==> config.mk <==
export PLATFORM = sky130hd
export DESIGN_NAME = bounded_list_table
export DESIGN_NICKNAME = d
export VERILOG_FILES = /design/src/hw/rtl/blt_pkg.sv /design/src/hw/rtl/blt_cell.sv /design/src/hw/rtl/bounded_list_table.sv
export VERILOG_INCLUDE_DIRS = /design/src /design/src/hw/rtl
export SDC_FILE = /design/constraint.sdc
export NUM_CORES = 2
export LEC_CHECK = 0
export BUFFER_PORTS_ARGS = -buffer_cell sky130_fd_sc_hd__buf_2
export CAP_MARGIN = 20
export CELL_PAD_IN_SITES_DETAIL_PLACEMENT = 0
export CELL_PAD_IN_SITES_GLOBAL_PLACEMENT = 1
export CORE_ASPECT_RATIO = 0.8
export CORE_MARGIN = 4
export CORE_UTILIZATION = 57
export CTS_CLUSTER_SIZE = 28
export DETAILED_ROUTE_END_ITERATION = 6
export PLACE_DENSITY_LB_ADDON = 0.1
export SYNTH_ARGS = -nofsm -noshare
export SYNTH_HDL_FRONTEND = slang
export SYNTH_HIERARCHICAL = 1
export SYNTH_SLANG_ARGS = --single-unit
==> constraint.sdc <==
create_clock -name clk -period 52.5 [get_ports clk]
set_input_delay 10.5 -clock clk [delete_from_list [all_inputs] [get_ports clk]]
set_output_delay 10.5 -clock clk [all_outputs]
set_load 0.02 [all_outputs]
==> src/hw/rtl/bounded_list_table_defines.svh <==
// Assertion helpers shared by the table RTL.
`ifndef BOUNDED_LIST_TABLE_DEFINES_SVH
`define BOUNDED_LIST_TABLE_DEFINES_SVH

// Same-cycle implication, checked on every rising edge outside reset.
`define BLT_ASSERT_NOW(lbl, ante, cons, msg) \
  lbl: assert property (@(posedge clk) disable iff (!rst_n) (ante) |-> (cons)) else $error(msg);

// Next-cycle implication.
`define BLT_ASSERT_NEXT(lbl, ante, cons, msg) \
  lbl: assert property (@(posedge clk) disable iff (!rst_n) (ante) |=> (cons)) else $error(msg);

`endif

==> src/hw/rtl/blt_pkg.sv <==
package blt_pkg;

  localparam int DEF_CAPACITY  = 16;
  localparam int DEF_ELEM_BITS = 32;

  // Request / result field widths
  localparam int OP_W        = 3;
  localparam int VALUE_W     = 32;
  localparam int POS_W       = 4;
  localparam int IDX_OUT_W   = 4;
  localparam int DATA_W      = 32;
  localparam int COUNT_W     = 5;
  localparam int IN_TDATA_W  = 40;
  localparam int OUT_TDATA_W = 48;

  typedef enum logic [OP_W-1:0] {
    OP_APPEND       = 3'd0,
    OP_REMOVE       = 3'd1,
    OP_REMOVE_FIRST = 3'd2,
    OP_FIND         = 3'd3,
    OP_READ         = 3'd4
  } op_t;

  // What a cell loads at the next edge
  typedef enum logic [1:0] {
    CELL_HOLD,
    CELL_KEY,
    CELL_NEXT,
    CELL_LAST
  } cell_mode_t;

  typedef struct packed {
    logic       cmp_en;
    cell_mode_t mode;
  } cell_ctl_t;

endpackage

==> src/hw/rtl/blt_cell.sv <==
module blt_cell #(
  parameter int ELEM_BITS = blt_pkg::DEF_ELEM_BITS,
  parameter int CNT_W     = 5,
  parameter int IDX_W     = 4,
  parameter int IDX       = 0
) (
  input  logic                  clk,
  input  blt_pkg::cell_ctl_t    ctl,
  input  logic [ELEM_BITS-1:0]  key,
  input  logic [CNT_W-1:0]      fill,
  input  logic [IDX_W-1:0]      sel_idx,
  input  logic [ELEM_BITS-1:0]  next_entry,
  input  logic [ELEM_BITS-1:0]  last_entry,
  output logic [ELEM_BITS-1:0]  entry_q,
  output logic                  hit_r,
  output logic [ELEM_BITS-1:0]  rd_r
);

  logic [ELEM_BITS-1:0] entry_r;

  assign entry_q = entry_r;

  always_ff @(posedge clk) begin
    case (ctl.mode)
      blt_pkg::CELL_KEY:  entry_r <= key;
      blt_pkg::CELL_NEXT: entry_r <= next_entry;
      blt_pkg::CELL_LAST: entry_r <= last_entry;
      default:            entry_r <= entry_r;
    endcase
    if (ctl.cmp_en) begin
      // only live entries may match
      hit_r <= (entry_r == key) && (CNT_W'(IDX) < fill);
      rd_r  <= (sel_idx == IDX_W'(IDX)) ? entry_r : '0;
    end
  end

endmodule

==> src/hw/rtl/bounded_list_table.sv <==
// Bounded list table: up to CAPACITY entries of ELEM_BITS bits and a count.
// Requests come in on in_t* (op, value, position); each one yields exactly
// one result on out_t* (ok, found_index, data, count after the request).
// Ops: append, remove by value (later entries shift down, order kept),
// remove first (last entry moves to slot 0), find, read at index.
// Timing: a request accepted at edge T is compared in every cell during the
// next cycle (match bits and read selection registered); the table and the
// result register are then updated in the S_EXEC state, where out_tvalid
// rises. in_tready is high only while no request is in flight, so a new
// request is not taken until the last one has passed the registered
// compare stage in the cell row and the update stage.
// The result sits in an output register: a request may be accepted while
// the previous result waits; if the receiver stalls, the update stage
// holds until the output register is free, so nothing is lost.
// Reset (rst_n low, synchronous) clears the count and the handshakes.
// Entry contents are unspecified after reset; no clearing pass is run.
module bounded_list_table #(
  parameter int CAPACITY  = blt_pkg::DEF_CAPACITY,
  parameter int ELEM_BITS = blt_pkg::DEF_ELEM_BITS
) (
  input  logic                             clk,
  input  logic                             rst_n,
  input  logic                             in_tvalid,
  output logic                             in_tready,
  // [2:0] op, [34:3] value, [38:35] position, [39] zero
  input  logic [blt_pkg::IN_TDATA_W-1:0]   in_tdata,
  output logic                             out_tvalid,
  input  logic                             out_tready,
  // [0] ok, [4:1] found_index, [36:5] data, [41:37] count, [47:42] zero
  output logic [blt_pkg::OUT_TDATA_W-1:0]  out_tdata
);

`include "bounded_list_table_defines.svh"

  localparam int CNT_W = $clog2(CAPACITY + 1);
  localparam int IDX_W = (CAPACITY > 1) ? $clog2(CAPACITY) : 1;
  localparam int CMP_W = (CNT_W > blt_pkg::POS_W) ? CNT_W : blt_pkg::POS_W;

  typedef enum logic [1:0] {
    S_IDLE,
    S_CMP,
    S_EXEC
  } state_t;

  state_t                         state_r;
  logic [blt_pkg::OP_W-1:0]       op_r;
  logic [ELEM_BITS-1:0]           key_r;
  logic [blt_pkg::POS_W-1:0]      pos_r;
  logic [CNT_W-1:0]               fill_r;
  logic                           out_tvalid_r;
  logic                           out_ok_r;
  logic [blt_pkg::IDX_OUT_W-1:0]  out_idx_r;
  logic [blt_pkg::DATA_W-1:0]     out_data_r;
  logic [blt_pkg::COUNT_W-1:0]    out_count_r;

  logic [ELEM_BITS-1:0]  entry_q [CAPACITY];
  logic [ELEM_BITS-1:0]  rd_q    [CAPACITY];
  logic [CAPACITY-1:0]   hit;
  blt_pkg::cell_ctl_t    ctl     [CAPACITY];

  logic [IDX_W-1:0]      sel_idx;
  logic [CAPACITY-1:0]   neg_hit;
  logic [CAPACITY-1:0]   low_hit;
  logic [CAPACITY-1:0]   shift_mask;
  logic                  any_hit;
  logic [IDX_W-1:0]      hit_idx;
  logic [ELEM_BITS-1:0]  rd_or;
  logic                  fire;
  logic                  ok_nxt;
  logic [IDX_W-1:0]      idx_nxt;
  logic [ELEM_BITS-1:0]  data_nxt;
  logic [CNT_W-1:0]      fill_nxt;

  assign in_tready  = (state_r == S_IDLE);
  assign out_tvalid = out_tvalid_r;
  assign out_tdata  = {{(blt_pkg::OUT_TDATA_W - 42){1'b0}},
                       out_count_r, out_data_r, out_idx_r, out_ok_r};

  // read port: requested index for reads, tail entry for remove-first
  assign sel_idx = (op_r == blt_pkg::OP_READ) ? IDX_W'(pos_r)
                                              : IDX_W'(fill_r - CNT_W'(1));

  genvar g;
  generate
    for (g = 0; g < CAPACITY; g++) begin : g_cell
      logic [ELEM_BITS-1:0] next_entry;
      if (g == CAPACITY - 1) begin : g_tail
        assign next_entry = '0;
      end else begin : g_body
        assign next_entry = entry_q[g+1];
      end
      blt_cell #(
        .ELEM_BITS (ELEM_BITS),
        .CNT_W     (CNT_W),
        .IDX_W     (IDX_W),
        .IDX       (g)
      ) u_cell (
        .clk        (clk),
        .ctl        (ctl[g]),
        .key        (key_r),
        .fill       (fill_r),
        .sel_idx    (sel_idx),
        .next_entry (next_entry),
        .last_entry (rd_or),
        .entry_q    (entry_q[g]),
        .hit_r      (hit[g]),
        .rd_r       (rd_q[g])
      );
    end
  endgenerate

  // first match: lowest set bit, and everything from it upward shifts
  always_comb begin
    neg_hit    = ~hit + CAPACITY'(1);
    low_hit    = hit & neg_hit;
    shift_mask = ~(low_hit - CAPACITY'(1));
    any_hit    = |hit;
    hit_idx    = '0;
    rd_or      = '0;
    for (int i = 0; i < CAPACITY; i++) begin
      if (low_hit[i]) begin
        hit_idx = hit_idx | IDX_W'(i);
      end
      rd_or = rd_or | rd_q[i];
    end
  end

  assign fire = (state_r == S_EXEC) && (!out_tvalid_r || out_tready);

  always_comb begin
    ok_nxt   = 1'b0;
    idx_nxt  = '0;
    data_nxt = '0;
    fill_nxt = fill_r;
    for (int i = 0; i < CAPACITY; i++) begin
      ctl[i].cmp_en = (state_r == S_CMP);
      ctl[i].mode   = blt_pkg::CELL_HOLD;
    end
    if (fire) begin
      case (op_r)
        blt_pkg::OP_APPEND: begin
          if (fill_r < CNT_W'(CAPACITY)) begin
            ok_nxt   = 1'b1;
            fill_nxt = fill_r + CNT_W'(1);
            for (int i = 0; i < CAPACITY; i++) begin
              if (CNT_W'(i) == fill_r) begin
                ctl[i].mode = blt_pkg::CELL_KEY;
              end
            end
          end
        end
        blt_pkg::OP_REMOVE: begin
          if (any_hit) begin
            ok_nxt   = 1'b1;
            idx_nxt  = hit_idx;
            fill_nxt = fill_r - CNT_W'(1);
            for (int i = 0; i < CAPACITY; i++) begin
              if (shift_mask[i]) begin
                ctl[i].mode = blt_pkg::CELL_NEXT;
              end
            end
          end
        end
        blt_pkg::OP_REMOVE_FIRST: begin
          if (fill_r != '0) begin
            ok_nxt      = 1'b1;
            data_nxt    = entry_q[0];
            fill_nxt    = fill_r - CNT_W'(1);
            ctl[0].mode = blt_pkg::CELL_LAST;
          end
        end
        blt_pkg::OP_FIND: begin
          if (any_hit) begin
            ok_nxt  = 1'b1;
            idx_nxt = hit_idx;
          end
        end
        blt_pkg::OP_READ: begin
          if (CMP_W'(pos_r) < CMP_W'(fill_r)) begin
            ok_nxt   = 1'b1;
            data_nxt = rd_or;
          end
        end
        default: begin
          ok_nxt = 1'b0;
        end
      endcase
    end
  end

  always_ff @(posedge clk) begin
    if (!rst_n) begin
      state_r      <= S_IDLE;
      fill_r       <= '0;
      out_tvalid_r <= 1'b0;
    end else begin
      if (fire) begin
        out_tvalid_r <= 1'b1;
      end else if (out_tvalid_r && out_tready) begin
        out_tvalid_r <= 1'b0;
      end
      case (state_r)
        S_IDLE: begin
          if (in_tvalid) begin
            op_r    <= in_tdata[2:0];
            key_r   <= ELEM_BITS'(in_tdata[34:3]);
            pos_r   <= in_tdata[38:35];
            state_r <= S_CMP;
          end
        end
        S_CMP: begin
          state_r <= S_EXEC;
        end
        S_EXEC: begin
          if (fire) begin
            fill_r      <= fill_nxt;
            out_ok_r    <= ok_nxt;
            out_idx_r   <= blt_pkg::IDX_OUT_W'(idx_nxt);
            out_data_r  <= blt_pkg::DATA_W'(data_nxt);
            out_count_r <= blt_pkg::COUNT_W'(fill_nxt);
            state_r     <= S_IDLE;
          end
        end
        default: begin
          state_r <= S_IDLE;
        end
      endcase
    end
  end

  `BLT_ASSERT_NOW(a_fill_bound, 1'b1, fill_r <= CNT_W'(CAPACITY), "count exceeds capacity")
  `BLT_ASSERT_NOW(a_fill_exec, $past(rst_n) && (fill_r != $past(fill_r)), $past(state_r) == S_EXEC, "count moved outside update stage")
  `BLT_ASSERT_NOW(a_result_exec, $past(rst_n) && $rose(out_tvalid_r), $past(state_r) == S_EXEC, "result raised outside update stage")
  `BLT_ASSERT_NEXT(a_exec_hold, (state_r == S_EXEC) && out_tvalid_r && !out_tready, state_r == S_EXEC, "update stage left while result stalled")

endmodule

* Word level (Yosys, flattened, before mapping)
Cells that the tools add are included.
Cells by class: reductions and logical operators 49, $mul 0, order comparisons 18, multiplexer cells 146, shifts and indexed selects 0, $add $sub $neg 4, bitwise logic cells 18, divide/modulo/power cells 0, equal/unequal tests 102
Operators by type and width (count):
- case mux 32 bit (3 select lines) | 16
- equality test 32 bit | 16
- bitwise OR 32 bit | 15
- 2-to-1 mux 2 bit | 53
- equality test 2 bit (second input constant) | 33
- 2-to-1 mux 32 bit | 2
- case mux 32 bit (2 select lines) | 1
- case mux 2 bit (2 select lines) | 15
- nonzero test 3 bit | 16
- equality test 4 x 5 -> 1 bit (first input constant) | 8
- less-than comparator 4 x 5 -> 1 bit (first input constant) | 8
- 2-to-1 mux 1 bit | 39
- 2-to-1 mux 4 bit | 9
- equality test 2 x 1 -> 1 bit (second input constant) | 17
- equality test 4 bit (second input constant) | 8
- NOT 16 bit | 2
- equality test 3 x 5 -> 1 bit (first input constant) | 4
- less-than comparator 3 x 5 -> 1 bit (first input constant) | 4
- logical AND 1 bit | 18
- adder 16 x 1 -> 16 bit (second input constant) | 1
- AND 16 bit | 1
- equality test 4 x 3 -> 1 bit (second input constant) | 4
- OR reduction 16 bit | 1
- subtractor 16 x 1 -> 16 bit (second input constant) | 1
- 30 further kinds | 45
Word-level totals: memory bits (read-only) 0, memory bits (writable) 0, latch bits 0, input bits 44, memories kept 0, flip-flop bits (word level) 1129, logic and storage cells 395

* Longest topological paths before layout
depth in word-level cells 18, gate-level depth with buffers 12

* Modules after synthesis
The synthesis kept the hierarchy.
By module, submodules not included:
- bounded_list_table | cells each 499, sequential area each 2592.5 sq um, area each 5223.8 sq um, instances 1
- blt_cell (g_cell[1].u_cell) | cells each 253, sequential area each 1951.9 sq um, area each 3235.6 sq um, instances 1
- blt_cell (g_cell[0].u_cell) | cells each 254, sequential area each 1951.9 sq um, area each 3233.1 sq um, instances 1
- blt_cell (g_cell[8].u_cell) | cells each 253, sequential area each 1951.9 sq um, area each 3226.8 sq um, instances 1
- blt_cell (g_cell[2].u_cell) | cells each 253, sequential area each 1951.9 sq um, area each 3225.6 sq um, instances 1
- blt_cell (g_cell[12].u_cell) | cells each 255, sequential area each 1951.9 sq um, area each 3219.3 sq um, instances 1
- blt_cell (g_cell[10].u_cell) | cells each 254, sequential area each 1951.9 sq um, area each 3210.6 sq um, instances 1
- blt_cell (g_cell[5].u_cell) | cells each 253, sequential area each 1951.9 sq um, area each 3206.8 sq um, instances 1
- blt_cell (g_cell[9].u_cell) | cells each 254, sequential area each 1951.9 sq um, area each 3203.1 sq um, instances 1
- blt_cell (g_cell[6].u_cell) | cells each 253, sequential area each 1951.9 sq um, area each 3200.6 sq um, instances 1
- blt_cell (g_cell[14].u_cell) | cells each 253, sequential area each 1951.9 sq um, area each 3198.1 sq um, instances 1
- blt_cell (g_cell[4].u_cell) | cells each 254, sequential area each 1951.9 sq um, area each 3196.8 sq um, instances 1
- blt_cell (g_cell[13].u_cell) | cells each 253, sequential area each 1951.9 sq um, area each 3195.6 sq um, instances 1
- blt_cell (g_cell[11].u_cell) | cells each 253, sequential area each 1951.9 sq um, area each 3194.3 sq um, instances 1
- 3 more rows

* Least setup slack after synthesis
OpenSTA, ideal clock, no wires.
path kind reg-to-reg, start register state_r[1], end register state_r[1], cell stages (with the launch flop) 3, data arrival time 25.077 ns, buffers on the path 0, slack 27.256 ns, required time 52.333 ns, path through dfxtp_1 -> nor2b_1 -> o21a_1
RTL lines:
- start: declaration | RTL line bounded_list_table.sv:45 | state_t state_r;
- start signal: assignment | RTL line bounded_list_table.sv:193 | state_r <= S_IDLE;
- start signal: assignment | RTL line bounded_list_table.sv:208 | state_r <= S_CMP;
- start signal: assignment | RTL line bounded_list_table.sv:212 | state_r <= S_EXEC;

==> metrics.yaml <==
cts_hold_buf: 0
final_cell_mix: "edfxtp_1 (1,121), nor2_1 (530), a21oi_1 (524)"
hp-class: "register to register"
critical_path_required_ns: 52.81
nets: 4738
drive_above_1_share_pct: 10.6
drc: 0
clk-insertion-delay-late_ns: 0.70
ant_nets: 0
dp_hpwl_um: 135000
status: "complete, no violations"
worstSetupPathType: "input pin to register"
drt_iter0_drc: 5622
worstMarginPinSlew_ns: 1.25
dieWidth_um: 360
synth_ff_type: "edfxtp_1"
yosys_warnings: 6
setup_violations: 0
cts_buffer_depth: 3
syn_area_per_cell_um2: 12.4
final_area_mm2: 0.0628
fmax_ghz: 0.0741
cts-buffers-inserted: 113
finalWirelength_um: 190000
grt_setup_unrepaired: "no"
area_delta_synth_final_pct: 11.0
finalHoldViolCount: 0
dieArea_mm2: 0.104
grt_max_degree: 80
cts_root_buf: "clkbuf_16"
fillers: 7636
cts.clk_slew.worst_paths_ns: 0.06
grt_pass1_vias: 35400
overflow: 0
core_mm2: 0.0986
cp-end-kind: "register"
h-tree-depth: 3
first_pass_iters: 6
num_io_pins: 94
pre_cts_slack_ns: 38.32
die_h_um: 290
synthTopCellsByArea: "edfxtp_1 (60%), mux2i_1 (9.1%), xor2_1 (6.5%), and2_1 (5.7%), a21oi_1 (4.7%)"
syn_area_mm2: 0.0565
start_util_pct: 57.3
ir_drop_mv: 0.0255
crit_start: "out_tready"
fin_skew_ns: 0.0200
grt_use_total_pct: 35.8
cp_max_fo: 33
placed_area_mm2: 0.0589
cts_setup_buffers: 0
gp_congestion: 0.955
synth_cell_types: 74
fin_setup_tns_ns: 0
final_common_cell: "edfxtp_1"
regArea_mm2: 0.0338
yosysTopAreaCell: "edfxtp_1"
holdWs_ns: 0.569
cap_violations: 0
maxSlewViolCount: 0
via_per_inst: 6.35
min-delay-start: "out_tvalid"
synth-seq-cells: 1129
synthArstFlopShare_pct: 0
cts_num_sinks: 1129
p_leak_uw: 0.0210
io_buffers: 86
worst_slack_ns: 39.01
p_per_area_mw_per_mm2: 31.5
arrival_ns: 13.80
multi_input_area_mm2: 0.0219
cts_resized: 0
r2r-start: "fill_r[1]"
antenna_found_initial: 12
r2r_setup_slack_ns: 48.34
seq_area_frac_synth_pct: 59.8
cp-start-kind: "input pin"
period_share_pct: 25.7
avgRoutedWirePerCell_um: 31.2
slew_headroom_pct: 16.2
finalCriticalPeriod_ns: 13.49
grt_pass1_wl_um: 266000
synth-edff-count: 1121
synth_cells: 4554
vias: 38700
rows: 103
yosys.area.top_type_share_pct: 59.5
cts_tree: "yes"
==> stage by stage <==
stage | util, % | total power [µW] | std cells
3_3_place_gp | 59.6 | 1140 | 5866
6_report | 63.7 | 1970 | 6098
2_1_floorplan | - | 1120 | 4591
4_1_cts | 63.5 | 1980 | 6084
3_5_place_dp | 59.7 | 1150 | 5873
5_1_grt | 63.7 | 2030 | 6094
==> worst max-delay path, stage by stage <==
cell and delay (ns):
buf_2 0.07, nand2b_1 0.15, nor2b_1 0.56, and2_1 0.31, nand2_1 0.34, nor3_2 0.20, buf_4 0.59, or2_2 0.98
==> cell type report <==
type | instances | share of cell area, %
repair buffers | 228 | 2.49
clock buffers | 132 | 4.65
multi-input cells | 3202 | 34.9
well taps | 1312 | 2.61
flip-flops and latches | 1129 | 53.9
clock inverters | 79 | 1.38
diodes | 4 | 0.0159
inverters | 12 | 0.0717
==> logic make-up after synthesis <==
kind of cell,after synthesis,synth area share [%]
DFF,1129,59.8
adders and majority gates,8,0.177
and+or+nand+nor,1510,14.8
xor gates and xnor gates,516,8.01
buffers and inverters,260,2.18
muxes,515,9.12
AOI/OAI and AO/OA,615,5.89
other,1,0.00663
==> flip-flops by register name, indices dropped and copies added (netlist names) <==
name                   count
out_count_r                5
out_data_r                32
g_cell.u_cell/entry_q    512
state_r                    2
out_tvalid                 1
out_idx_r                  4
g_cell.u_cell/rd_r       512
op_r                       3
key_r                     32
pos_r                      4
fill_r                     5
g_cell.u_cell/hit_r       16
out_ok_r                   1
==> final timing paths <==
path | endpoint | depth (start not counted)
max | g_cell[1].u_cell/entry_q[10] | 8
min | out_tvalid | 2
max reg2reg | g_cell[0].u_cell/entry_q[13] | 10
min reg2reg | out_tvalid | 2
==> Yosys cell counts (all sizes together), types with 7 or more instances <==
cell,instances
dfxtp,8
mux2i,514
nor2,553
a22o,32
a31oi,8
buf,129
or4,7
o21ai,16
clkbuf,119
nand2,26
and2,514
xor2,417
nor3,26
nand3,14
edfxtp,1121
xnor2,99
inv,12
nor4,245
or2,17
ha,8
a21oi,528
nand4,74
==> per-layer routing <==
metal	part of all wire, %	track usage, %	vias up
li1	-	-	17000
met1	41	52.6	19100
met2	41	49.6	2375
met3	15	14.5	210
met4	2.6	8.80	8
met5	0.030	0	-
==> where the power goes <==
| group | switching (µW) | internal [µW] |
|---|---|---|
| registers | 8.35 | 1010 |
| logic | 83.0 | 31.1 |
| clock network | 359 | 482 |
| total | 450 | 1520 |
No activity file was read; power rests on OpenSTA's default activity.
